## src/hw/rtl/bba_pkg.sv

```systemverilog
// Shared types, constants and helpers for the block bitmap allocator.
// No dependencies; the other files that use it refer to it by scoped names.
package bba_pkg;

    localparam int unsigned DEF_BLOCK_TOTAL = 1024;
    localparam int unsigned DEF_BLOCK_BYTES = 1024;

    localparam int unsigned WORD_BITS = 32;
    localparam int unsigned WBIT_W    = 5;
    localparam int unsigned TRUN_W    = 6;

    localparam int unsigned OP_W     = 2;
    localparam int unsigned SIZE_W   = 21;
    localparam int unsigned RSTART_W = 10;
    localparam int unsigned RLEN_W   = 11;
    localparam int unsigned START_W  = 10;
    localparam int unsigned COUNT_W  = 11;
    localparam int unsigned DIVD_W   = 22;
    localparam int unsigned POS_W    = 18;

    localparam logic [OP_W-1:0] OP_FIND_RUN   = 2'd0;
    localparam logic [OP_W-1:0] OP_MARK       = 2'd1;
    localparam logic [OP_W-1:0] OP_FIRST_FREE = 2'd2;

    typedef enum logic [2:0] {
        ST_CLEAR,
        ST_IDLE,
        ST_DIV,
        ST_SRCH,
        ST_MARK,
        ST_DONE
    } state_t;

    typedef struct packed {
        logic              hit;
        logic [WBIT_W-1:0] hit_pos;
        logic              all_free;
        logic [TRUN_W-1:0] top_run;
    } scan_res_t;

    typedef struct packed {
        logic [WORD_BITS-1:0] wdata;
        logic [TRUN_W-1:0]    flips;
    } mark_res_t;

    function automatic logic [COUNT_W-1:0] sat_cnt(input logic [31:0] v);
        logic [31:0] lim;
        lim = 32'((1 << COUNT_W) - 1);
        sat_cnt = (v > lim) ? lim[COUNT_W-1:0] : v[COUNT_W-1:0];
    endfunction

endpackage

```

## src/hw/rtl/bba_ram.sv

```systemverilog
// Generic simple dual-port RAM: one write port, one read port, registered read.
// Depends on nothing.
module bba_ram #(
    parameter int unsigned WIDTH = 32,
    parameter int unsigned DEPTH = 32,
    parameter int unsigned AW    = (DEPTH > 1) ? $clog2(DEPTH) : 1
) (
    input  logic             aclk,
    input  logic             we,
    input  logic [AW-1:0]    waddr,
    input  logic [WIDTH-1:0] wdata,
    input  logic [AW-1:0]    raddr,
    output logic [WIDTH-1:0] rdata
);

    logic [WIDTH-1:0] mem [DEPTH];

    always_ff @(posedge aclk) begin
        if (we) begin
            mem[waddr] <= wdata;
        end
        rdata <= mem[raddr];
    end

endmodule

```

## src/hw/rtl/bba_div.sv

```systemverilog
// Block count divider: ceil(size / BLOCK_BYTES) by reciprocal multiply and one
// correction step, staged in ph1, ph2 and done. Depends on bba_pkg.
module bba_div #(
    parameter int unsigned BLOCK_BYTES = bba_pkg::DEF_BLOCK_BYTES
) (
    input  logic                        aclk,
    input  logic                        aresetn,
    input  logic                        start_i,
    input  logic [bba_pkg::SIZE_W-1:0]  size_i,
    output logic                        done_o,
    output logic [bba_pkg::DIVD_W-1:0]  quot_o
);

    localparam int unsigned DW      = bba_pkg::DIVD_W;
    localparam int unsigned RECIP_V = (1 << DW) / BLOCK_BYTES;
    localparam int unsigned RW      = $clog2(RECIP_V + 1);
    localparam logic [RW-1:0] RECIP   = RW'(RECIP_V);
    localparam logic [DW-1:0] DIVISOR = DW'(BLOCK_BYTES);
    localparam logic [DW-1:0] BIAS    = DW'(BLOCK_BYTES - 1);

    logic             ph1_reg, ph1_next;
    logic             ph2_reg, ph2_next;
    logic             done_reg, done_next;
    logic [DW-1:0]    num_reg, num_next;
    logic [DW-1:0]    quot_reg, quot_next;
    logic [DW+RW-1:0] prod;
    logic [DW-1:0]    back;
    logic [DW-1:0]    rem;

    // estimate is exact or one low; the second phase fixes it
    always_comb begin
        prod      = {RW'(0), num_reg} * {DW'(0), RECIP};
        back      = quot_reg * DIVISOR;
        rem       = num_reg - back;
        ph1_next  = start_i;
        ph2_next  = ph1_reg;
        done_next = ph2_reg;
        num_next  = num_reg;
        quot_next = quot_reg;
        if (start_i) begin
            num_next = DW'(size_i) + BIAS;
        end
        if (ph1_reg) begin
            quot_next = DW'(prod[DW+RW-1:DW]);
        end else if (ph2_reg) begin
            quot_next = (rem >= DIVISOR) ? quot_reg + 1'b1 : quot_reg;
        end
    end

    always_ff @(posedge aclk) begin
        if (!aresetn) begin
            ph1_reg  <= 1'b0;
            ph2_reg  <= 1'b0;
            done_reg <= 1'b0;
        end else begin
            ph1_reg  <= ph1_next;
            ph2_reg  <= ph2_next;
            done_reg <= done_next;
        end
    end

    always_ff @(posedge aclk) begin
        num_reg  <= num_next;
        quot_reg <= quot_next;
    end

    assign done_o = done_reg;
    assign quot_o = quot_reg;

endmodule

```

## src/hw/rtl/bba_word.sv

```systemverilog
// Shared word unit: run search step and run mark step over one 32-bit bitmap word.
// Depends on bba_pkg.
module bba_word #(
    parameter int unsigned CNT_W = 11
) (
    input  logic [bba_pkg::WORD_BITS-1:0] used_i,
    input  logic [CNT_W-1:0]              len_i,
    input  logic [CNT_W-1:0]              need_i,
    output bba_pkg::scan_res_t            scan_o,
    input  logic [bba_pkg::WORD_BITS-1:0] old_i,
    input  logic [bba_pkg::WBIT_W-1:0]    lo_i,
    input  logic [bba_pkg::WBIT_W-1:0]    hi_i,
    input  logic                          full_i,
    output bba_pkg::mark_res_t            mark_o
);

    localparam int unsigned WB    = bba_pkg::WORD_BITS;
    localparam int unsigned RUN_W = ((CNT_W > bba_pkg::TRUN_W) ? CNT_W : bba_pkg::TRUN_W) + 1;

    logic                       seen_a [WB];
    logic [bba_pkg::WBIT_W-1:0] lu_a   [WB];
    logic [RUN_W-1:0]           run_a  [WB];
    logic [WB-1:0]              match;
    logic [WB-1:0]              mask;
    logic [WB-1:0]              new_w;
    logic [WB-1:0]              diff;
    logic [bba_pkg::TRUN_W-1:0] pop;

    // run of free blocks ending at each bit, carrying the run from earlier words
    always_comb begin
        for (int j = 0; j < WB; j++) begin
            seen_a[j] = 1'b0;
            lu_a[j]   = '0;
            for (int k = 0; k < WB; k++) begin
                if (k <= j && used_i[k]) begin
                    seen_a[j] = 1'b1;
                    lu_a[j]   = bba_pkg::WBIT_W'(k);
                end
            end
            run_a[j] = seen_a[j] ? RUN_W'(j) - RUN_W'(lu_a[j])
                                 : RUN_W'(len_i) + RUN_W'(j + 1);
            match[j] = run_a[j] >= RUN_W'(need_i);
        end
        scan_o.hit     = |match;
        scan_o.hit_pos = '0;
        for (int j = WB - 1; j >= 0; j--) begin
            if (match[j]) begin
                scan_o.hit_pos = bba_pkg::WBIT_W'(j);
            end
        end
        scan_o.all_free = !seen_a[WB-1];
        scan_o.top_run  = seen_a[WB-1] ?
            bba_pkg::TRUN_W'(WB - 1) - bba_pkg::TRUN_W'(lu_a[WB-1]) : bba_pkg::TRUN_W'(WB);
    end

    always_comb begin
        for (int j = 0; j < WB; j++) begin
            mask[j] = (bba_pkg::WBIT_W'(j) >= lo_i) && (bba_pkg::WBIT_W'(j) <= hi_i);
        end
        new_w = full_i ? (old_i | mask) : (old_i & ~mask);
        diff  = old_i ^ new_w;
        pop   = '0;
        for (int j = 0; j < WB; j++) begin
            pop = pop + bba_pkg::TRUN_W'(diff[j]);
        end
        mark_o.wdata = new_w;
        mark_o.flips = pop;
    end

endmodule

```

## src/hw/rtl/block_bitmap_allocator.sv

```systemverilog
// Block bitmap allocator top level: sequencer, free counter and result register.
// Depends on bba_pkg, bba_ram, bba_div and bba_word.
//
// One used/free bit per block, kept in a RAM of 32-bit words. Input words carry
// op, size_bytes, run_start, run_length and mark_full on s_valid/s_ready; each
// gives exactly one result word (found, first_block, block_count, free_count) on
// m_valid/m_ready. s_ready is high only while the sequencer is idle.
// Op 0: reciprocal division for the block count, then, unless the count exceeds
// BLOCK_TOTAL, a first-fit scan of one bitmap word per cycle, stopping at the
// first fit. Op 1 reads and writes back one word per cycle over the marked range.
// Op 2 scans like op 0 without the division. Other ops go straight to the result.
// s_ready rises as the result is registered. The word unit and the single RAM
// port pair set the one-word-per-cycle pace.
// After reset a clearing pass writes every RAM word free before the first input
// is taken.
// The result sits in an output register; if the receiver stalls, a finished
// op waits until the register empties, and no new input is taken meanwhile.
module block_bitmap_allocator #(
    parameter int unsigned BLOCK_TOTAL = bba_pkg::DEF_BLOCK_TOTAL,
    parameter int unsigned BLOCK_BYTES = bba_pkg::DEF_BLOCK_BYTES
) (
    input  logic                          aclk,
    input  logic                          aresetn,
    input  logic                          s_valid,
    output logic                          s_ready,
    input  logic [bba_pkg::OP_W-1:0]      s_op,
    input  logic [bba_pkg::SIZE_W-1:0]    s_size_bytes,
    input  logic [bba_pkg::RSTART_W-1:0]  s_run_start,
    input  logic [bba_pkg::RLEN_W-1:0]    s_run_length,
    input  logic                          s_mark_full,
    output logic                          m_valid,
    input  logic                          m_ready,
    output logic                          m_found,
    output logic [bba_pkg::START_W-1:0]   m_first_block,
    output logic [bba_pkg::COUNT_W-1:0]   m_block_count,
    output logic [bba_pkg::COUNT_W-1:0]   m_free_count
);

    localparam int unsigned WB        = bba_pkg::WORD_BITS;
    localparam int unsigned WBIT_W    = bba_pkg::WBIT_W;
    localparam int unsigned POS_W     = bba_pkg::POS_W;
    localparam int unsigned CNT_W     = $clog2(BLOCK_TOTAL + 1);
    localparam int unsigned NUM_WORDS = (BLOCK_TOTAL + WB - 1) / WB;
    localparam int unsigned WA_W      = (NUM_WORDS > 1) ? $clog2(NUM_WORDS) : 1;
    localparam int unsigned LAST_WORD = NUM_WORDS - 1;
    localparam int unsigned TAIL_BITS = BLOCK_TOTAL - LAST_WORD * WB;

    bba_pkg::state_t state_reg, state_next;

    logic                          full_reg, full_next;
    logic [CNT_W-1:0]              need_reg, need_next;
    logic [CNT_W-1:0]              len_reg, len_next;
    logic [CNT_W-1:0]              free_reg, free_next;
    logic [WA_W-1:0]               waddr_reg, waddr_next;
    logic [WA_W-1:0]               eword_reg, eword_next;
    logic [WA_W-1:0]               sword_reg, sword_next;
    logic [WBIT_W-1:0]             sbit_reg, sbit_next;
    logic [WBIT_W-1:0]             ebit_reg, ebit_next;
    logic                          res_found_reg, res_found_next;
    logic [bba_pkg::START_W-1:0]   res_start_reg, res_start_next;
    logic [bba_pkg::COUNT_W-1:0]   res_count_reg, res_count_next;

    logic                          m_valid_reg;
    logic                          m_found_reg;
    logic [bba_pkg::START_W-1:0]   m_start_reg;
    logic [bba_pkg::COUNT_W-1:0]   m_count_reg;
    logic [bba_pkg::COUNT_W-1:0]   m_free_reg;
    logic                          load_out;

    logic                          ram_we;
    logic [WA_W-1:0]               ram_waddr;
    logic [WB-1:0]                 ram_wdata;
    logic [WA_W-1:0]               ram_raddr;
    logic [WB-1:0]                 ram_rdata;

    logic                          div_start;
    logic                          div_done;
    logic [bba_pkg::DIVD_W-1:0]    div_quot;

    logic [WB-1:0]                 vmask;
    logic [WB-1:0]                 used_eff;
    logic [WBIT_W-1:0]             mark_lo;
    logic [WBIT_W-1:0]             mark_hi;
    bba_pkg::scan_res_t            scan;
    bba_pkg::mark_res_t            mark;

    logic [POS_W-1:0]              rs_ext;
    logic [POS_W-1:0]              end_raw;
    logic [POS_W-1:0]              end_clip;
    logic [POS_W-1:0]              end_last;
    logic [POS_W-1:0]              hit_start;
    logic [CNT_W-1:0]              run_n;

    bba_ram #(
        .WIDTH (WB),
        .DEPTH (NUM_WORDS),
        .AW    (WA_W)
    ) u_map (
        .aclk  (aclk),
        .we    (ram_we),
        .waddr (ram_waddr),
        .wdata (ram_wdata),
        .raddr (ram_raddr),
        .rdata (ram_rdata)
    );

    bba_div #(
        .BLOCK_BYTES (BLOCK_BYTES)
    ) u_div (
        .aclk    (aclk),
        .aresetn (aresetn),
        .start_i (div_start),
        .size_i  (s_size_bytes),
        .done_o  (div_done),
        .quot_o  (div_quot)
    );

    bba_word #(
        .CNT_W (CNT_W)
    ) u_word (
        .used_i (used_eff),
        .len_i  (len_reg),
        .need_i (need_reg),
        .scan_o (scan),
        .old_i  (ram_rdata),
        .lo_i   (mark_lo),
        .hi_i   (mark_hi),
        .full_i (full_reg),
        .mark_o (mark)
    );

    // bits past the last block read as used
    always_comb begin
        for (int j = 0; j < WB; j++) begin
            vmask[j] = (waddr_reg != WA_W'(LAST_WORD)) || (j < TAIL_BITS);
        end
        used_eff = ram_rdata | ~vmask;
        mark_lo  = (waddr_reg == sword_reg) ? sbit_reg : '0;
        mark_hi  = (waddr_reg == eword_reg) ? ebit_reg : WBIT_W'(WB - 1);
    end

    always_comb begin
        rs_ext    = POS_W'(s_run_start);
        end_raw   = rs_ext + POS_W'(s_run_length);
        end_clip  = (end_raw > POS_W'(BLOCK_TOTAL)) ? POS_W'(BLOCK_TOTAL) : end_raw;
        end_last  = end_clip - 1'b1;
        run_n     = CNT_W'(end_clip - rs_ext);
        hit_start = POS_W'({waddr_reg, scan.hit_pos}) + POS_W'(1) - POS_W'(need_reg);
    end

    assign s_ready = (state_reg == bba_pkg::ST_IDLE);

    always_comb begin
        state_next     = state_reg;
        full_next      = full_reg;
        need_next      = need_reg;
        len_next       = len_reg;
        free_next      = free_reg;
        waddr_next     = waddr_reg;
        eword_next     = eword_reg;
        sword_next     = sword_reg;
        sbit_next      = sbit_reg;
        ebit_next      = ebit_reg;
        res_found_next = res_found_reg;
        res_start_next = res_start_reg;
        res_count_next = res_count_reg;
        ram_we         = 1'b0;
        ram_waddr      = waddr_reg;
        ram_wdata      = '0;
        ram_raddr      = waddr_reg;
        div_start      = 1'b0;
        load_out       = 1'b0;
        unique case (state_reg)
            bba_pkg::ST_CLEAR: begin
                ram_we = 1'b1;
                if (waddr_reg == WA_W'(LAST_WORD)) begin
                    waddr_next = '0;
                    state_next = bba_pkg::ST_IDLE;
                end else begin
                    waddr_next = waddr_reg + 1'b1;
                end
            end
            bba_pkg::ST_IDLE: begin
                if (s_valid) begin
                    full_next = s_mark_full;
                    unique case (s_op)
                        bba_pkg::OP_FIND_RUN: begin
                            div_start  = 1'b1;
                            state_next = bba_pkg::ST_DIV;
                        end
                        bba_pkg::OP_MARK: begin
                            res_start_next = s_run_start;
                            if (rs_ext < POS_W'(BLOCK_TOTAL) && s_run_length != '0) begin
                                res_found_next = 1'b1;
                                res_count_next = bba_pkg::sat_cnt(32'(run_n));
                                sword_next     = rs_ext[WA_W+WBIT_W-1:WBIT_W];
                                sbit_next      = rs_ext[WBIT_W-1:0];
                                eword_next     = end_last[WA_W+WBIT_W-1:WBIT_W];
                                ebit_next      = end_last[WBIT_W-1:0];
                                waddr_next     = rs_ext[WA_W+WBIT_W-1:WBIT_W];
                                ram_raddr      = rs_ext[WA_W+WBIT_W-1:WBIT_W];
                                state_next     = bba_pkg::ST_MARK;
                            end else begin
                                res_found_next = 1'b0;
                                res_count_next = '0;
                                state_next     = bba_pkg::ST_DONE;
                            end
                        end
                        bba_pkg::OP_FIRST_FREE: begin
                            res_count_next = '0;
                            need_next      = CNT_W'(1);
                            len_next       = '0;
                            waddr_next     = '0;
                            ram_raddr      = '0;
                            state_next     = bba_pkg::ST_SRCH;
                        end
                        default: begin
                            res_found_next = 1'b0;
                            res_start_next = '0;
                            res_count_next = '0;
                            state_next     = bba_pkg::ST_DONE;
                        end
                    endcase
                end
            end
            bba_pkg::ST_DIV: begin
                if (div_done) begin
                    res_count_next = bba_pkg::sat_cnt(32'(div_quot));
                    if (32'(div_quot) > 32'(BLOCK_TOTAL)) begin
                        res_found_next = 1'b0;
                        res_start_next = '0;
                        state_next     = bba_pkg::ST_DONE;
                    end else begin
                        need_next  = (div_quot == '0) ? CNT_W'(1) : CNT_W'(div_quot);
                        len_next   = '0;
                        waddr_next = '0;
                        ram_raddr  = '0;
                        state_next = bba_pkg::ST_SRCH;
                    end
                end
            end
            bba_pkg::ST_SRCH: begin
                ram_raddr = waddr_reg + 1'b1;
                if (scan.hit) begin
                    res_found_next = 1'b1;
                    res_start_next = hit_start[bba_pkg::START_W-1:0];
                    state_next     = bba_pkg::ST_DONE;
                end else if (waddr_reg == WA_W'(LAST_WORD)) begin
                    res_found_next = 1'b0;
                    res_start_next = '0;
                    state_next     = bba_pkg::ST_DONE;
                end else begin
                    waddr_next = waddr_reg + 1'b1;
                    len_next   = scan.all_free ? CNT_W'(POS_W'(len_reg) + POS_W'(WB))
                                               : CNT_W'(scan.top_run);
                end
            end
            bba_pkg::ST_MARK: begin
                ram_we    = 1'b1;
                ram_wdata = mark.wdata;
                ram_raddr = waddr_reg + 1'b1;
                free_next = full_reg ? free_reg - CNT_W'(mark.flips)
                                     : free_reg + CNT_W'(mark.flips);
                if (waddr_reg == eword_reg) begin
                    state_next = bba_pkg::ST_DONE;
                end else begin
                    waddr_next = waddr_reg + 1'b1;
                end
            end
            bba_pkg::ST_DONE: begin
                if (!m_valid_reg || m_ready) begin
                    load_out   = 1'b1;
                    state_next = bba_pkg::ST_IDLE;
                end
            end
            default: begin
                state_next = bba_pkg::ST_IDLE;
            end
        endcase
    end

    always_ff @(posedge aclk) begin
        if (!aresetn) begin
            state_reg   <= bba_pkg::ST_CLEAR;
            waddr_reg   <= '0;
            free_reg    <= CNT_W'(BLOCK_TOTAL);
            m_valid_reg <= 1'b0;
        end else begin
            state_reg  <= state_next;
            waddr_reg  <= waddr_next;
            free_reg   <= free_next;
            if (load_out) begin
                m_valid_reg <= 1'b1;
            end else if (m_ready) begin
                m_valid_reg <= 1'b0;
            end
        end
    end

    always_ff @(posedge aclk) begin
        full_reg      <= full_next;
        need_reg      <= need_next;
        len_reg       <= len_next;
        eword_reg     <= eword_next;
        sword_reg     <= sword_next;
        sbit_reg      <= sbit_next;
        ebit_reg      <= ebit_next;
        res_found_reg <= res_found_next;
        res_start_reg <= res_start_next;
        res_count_reg <= res_count_next;
        if (load_out) begin
            m_found_reg <= res_found_reg;
            m_start_reg <= res_start_reg;
            m_count_reg <= res_count_reg;
            m_free_reg  <= bba_pkg::sat_cnt(32'(free_reg));
        end
    end

    assign m_valid       = m_valid_reg;
    assign m_found       = m_found_reg;
    assign m_first_block = m_start_reg;
    assign m_block_count = m_count_reg;
    assign m_free_count  = m_free_reg;

    a_free_bound: assert property (@(posedge aclk) disable iff (!aresetn)
        32'(free_reg) <= 32'(BLOCK_TOTAL))
        else $error("free count above block total");

    a_out_from_done: assert property (@(posedge aclk) disable iff (!aresetn)
        $rose(m_valid_reg) |-> $past(state_reg == bba_pkg::ST_DONE))
        else $error("result word raised outside done state");

    a_div_in_div: assert property (@(posedge aclk) disable iff (!aresetn)
        div_done |-> state_reg == bba_pkg::ST_DIV)
        else $error("divider finished outside division state");

    a_scan_range: assert property (@(posedge aclk) disable iff (!aresetn)
        (state_reg == bba_pkg::ST_SRCH || state_reg == bba_pkg::ST_MARK)
            |-> 32'(waddr_reg) <= 32'(LAST_WORD))
        else $error("word address past bitmap end");

endmodule

```

## config.mk

```make
export PLATFORM = sky130hd
export DESIGN_NAME = block_bitmap_allocator
export DESIGN_NICKNAME = d
export VERILOG_FILES = /design/src/hw/rtl/bba_pkg.sv /design/src/hw/rtl/bba_ram.sv /design/src/hw/rtl/bba_div.sv /design/src/hw/rtl/bba_word.sv /design/src/hw/rtl/block_bitmap_allocator.sv
export SDC_FILE = /design/constraint.sdc
export NUM_CORES = 2
export LEC_CHECK = 0
export BUFFER_PORTS_ARGS = -buffer_cell sky130_fd_sc_hd__buf_2
export CORE_ASPECT_RATIO = 1.4
export CORE_MARGIN = 8
export CORE_UTILIZATION = 45
export DETAILED_ROUTE_END_ITERATION = 8
export GPL_ROUTABILITY_DRIVEN = 0
export PLACE_DENSITY = 0.7
export SYNTH_ARGS = -nofsm -noshare
export SYNTH_HDL_FRONTEND = slang
export SYNTH_SLANG_ARGS = --single-unit
export TNS_END_PERCENT = 100
```

## constraint.sdc

```tcl
create_clock -name aclk -period 22.9 [get_ports aclk]
set_input_delay 3.435 -clock aclk [delete_from_list [all_inputs] [get_ports aclk]]
set_output_delay 3.435 -clock aclk [all_outputs]
set_load 0.05 [all_outputs]
```

==> results.py <==
metrics = {
    "status": {
        "status": "finished clean",
    },
    "clock_network": {
        "postCtsSetupBuffers": 0,
        "postCtsHoldBufs": 0,
        "cts_sinks": 1211,
        "ctsLongestPathBuffers": 3,
        "post_cts_resized": 0,
        "clkTransAtPathRegs_ns": 0.07,
        "root_buffer": "clkbuf_16",
        "clk_latency_ns": 0.75,
        "cts_tree": "built",
        "htreeDepth": 3,
        "cts_buffers": 109,
    },
    "global_routing": {
        "grt_max_degree": 188,
        "grt_usage_pct": 25.4,
        "grt_pass1_vias": 50600,
        "antenna_found_initial": 4,
        "gr-total-overflow": 0,
        "grt_pass1_wl_mm": 317,
    },
    "sta": {
        "worst_pin_slew_ns": 1.28,
        "skew_ns": 0.0628,
        "post-route-min-period_ns": 9.92,
        "setup_tns_ns": 0,
        "setup_viol": 0,
        "fmax_ghz": 0.101,
        "worst_slack_ns": 12.98,
        "slew_headroom_pct": 13.4,
        "finalCritPeriodShare_pct": 43.3,
        "finalHoldViolCount": 0,
        "slew_viol_final": 0,
        "rsz0062_at_grt": "false",
    },
    "yosys": {
        "synth_area_leaders": "edfxtp_1, ha_1, nand2_1",
        "netlist_instances": 6319,
        "synth.cell_area_sq_um": 68100,
        "synth_mux_area_share_pct": 2.30,
        "synth_nets": 6875,
        "ys_types": 102,
        "async_flop_share_pct": 0,
        "synth_edf_count": 1146,
        "synthSimpleGateAreaFrac_pct": 16.0,
        "yosys_register_bits": 1211,
        "synth-adder-area-share_pct": 9.63,
        "yosys_most_used_dff": "edfxtp_1",
        "yosysSeqAreaShare_pct": 52.4,
        "yosysTopAreaCell": "edfxtp_1",
        "synth-compound-area-share_pct": 12.8,
        "synth.top_cell.area_share_pct": 50.5,
        "ys_warn_count": 0,
        "synth_xor_area_share_pct": 3.92,
        "synth_area_per_cell_sq_um": 10.8,
        "synth_top_family_by_area": "simple AND/OR/NAND/NOR gates",
    },
    "final_layout": {
        "largest_register_ffs": 1024,
        "fin_cells": 8352,
        "final_common_cell": "edfxtp_1",
        "drive_above_1_share_pct": 8.02,
        "final_cell_mix": "edfxtp_1, nand2_1, ha_1",
        "top_register": "u_map.mem",
        "fillers": 13400,
        "syn_to_final_growth_pct": 9.24,
        "layout.nets": 6842,
    },
    "place": {
        "dp.cells": 8141,
        "portBuffers": 83,
        "pre_cts_ws_ns": 13.13,
        "dp_hpwl_mm": 132,
    },
    "floorplanning": {
        "rows": 169,
        "die_w_um": 345,
        "dieArea_sq_um": 164000,
        "start_util_pct": 45.1,
        "core_area_sq_um": 151000,
        "die-height_um": 476,
        "ios": 84,
    },
    "setup_path": {
        "cp.required_ns": 23.53,
        "worstPathArrival_ns": 10.55,
        "crit_path_top_delay_cell": "nor4_1",
        "cp_max_fo": 14,
        "cpMostUsedCell": "fa_1",
        "start_kind": "register",
        "critPathMaxStageDelay_ns": 0.75,
        "crit_type": "reg2reg",
        "cp-end-kind": "register",
    },
    "pwr": {
        "p_sw_mw": 5.77,
        "p_leak_nw": 27.9,
        "seq_power_share_pct": 21.5,
        "switching_share_pct": 45.5,
        "max-vdd-ir-drop_uv": 846,
        "comb_power_share_pct": 64.3,
        "power.density_nw_per_um2": 170,
        "p_int_mw": 6.91,
        "clkPwrFrac_pct": 14.1,
    },
    "drt": {
        "drc": 0,
        "wl_per_cell_um": 25.9,
        "ant_nets": 0,
        "vias": 52500,
        "wl_mm": 216,
        "first_pass_iters": 6,
        "avgViaCountPerCell": 6.29,
        "dr.first_iter.drc_count": 5926,
    },
    "run": {
        "drv_cap": 0,
    },
    "worst_hold_path": {
        "hold_path_class": "reg2reg",
    },
}
[power by group through the flow]
stage | Combinational [mW] | Clock [mW] | Sequential (mW)
after global placement | 8.07 | 0 | 2.77
after CTS | 8.12 | 1.81 | 2.73
after floorplan | 6.46 | 0 | 2.70
after global routing | 8.81 | 1.89 | 2.74
after detailed placement | 8.06 | 0 | 2.77
final | 8.16 | 1.79 | 2.73
[layout make-up]
| class | instances | area [sq um] | area share (%) |
|---|---|---|---|
| timing repair buffer | 213 | 1440 | 1.94 |
| sequential | 1211 | 35700 | 48.0 |
| antenna | 3 | 7.51 | 0.0101 |
| clock inverter | 50 | 490 | 0.659 |
| clock buffer | 158 | 3000 | 4.03 |
| tap | 1966 | 2460 | 3.30 |
| multi-input combinational | 4597 | 30700 | 41.3 |
| inverter | 154 | 578 | 0.777 |
[final timing paths]
check / endpoint / from / slack [ns] / cells after the start
hold / removal: m_block_count[9]$_DFFE_PP_ / res_count_reg[9]$_DFFE_PP_ / 0.41 / 0
setup / recovery: free_reg[10]$_SDFFE_PN1N_ / ram_waddr[4]$_SDFFE_PN0P_ / 12.98 / 29
hold reg to reg: m_block_count[9]$_DFFE_PP_ / res_count_reg[9]$_DFFE_PP_ / 0.41 / 0
setup reg to reg: free_reg[10]$_SDFFE_PN1N_ / ram_waddr[4]$_SDFFE_PN0P_ / 12.98 / 29
[synth_stat cells, types with 68 or more instances]
cell,number
a311oi_1,68
clkbuf_1,242
mux2i_1,144
nor2_1,472
nand2_1,1012
o21ai_0,217
a31oi_1,105
nand3_1,249
and2_1,110
buf_2,72
ha_1,478
xor2_1,131
inv_1,149
xnor2_1,174
a21o_1,82
a211oi_1,120
and3_1,97
a21oi_1,331
edfxtp_1,1146
[stage by stage]
step	utilization [%]	power [mW]	hold slack [ns]	cell area, sq um
after floorplan	-	9.16	0.400	68100
after global placement	47.0	10.8	0.403	70900
after detailed placement	47.0	10.8	0.405	70900
after CTS	49.3	12.7	0.416	74400
after global routing	49.3	13.4	0.418	74400
final	49.3	12.7	0.412	74400
[routing by layer]
layer | wire length, um | GRT usage (%)
met5 | 10 | 0
met4 | 17900 | 17.5
met3 | 18400 | 4.08
met2 | 102000 | 42.2
met1 | 77500 | 29.9
[cells by family after synthesis]
kind of cell / Yosys count
adders and majority gates: 507
xor gates and xnor gates: 305
buffers and inverters: 511
muxes: 155
and+or+nand+nor: 2345
AOI/OAI and AO/OA: 1285
DFF: 1211
[critical path: cells and delay by family, from the launching register on]
kind	cells	cell delay, ns
XOR/XNOR	2	0.29
adder cells (fa/ha/maj)	11	5.14
AND/OR/NAND/NOR	6	1.97
flip-flops	1	0.68
buffers and inverters	1	0.05
AO/OA/AOI/OAI	9	1.68
Note: power is estimated with default switching activity, not from simulation.
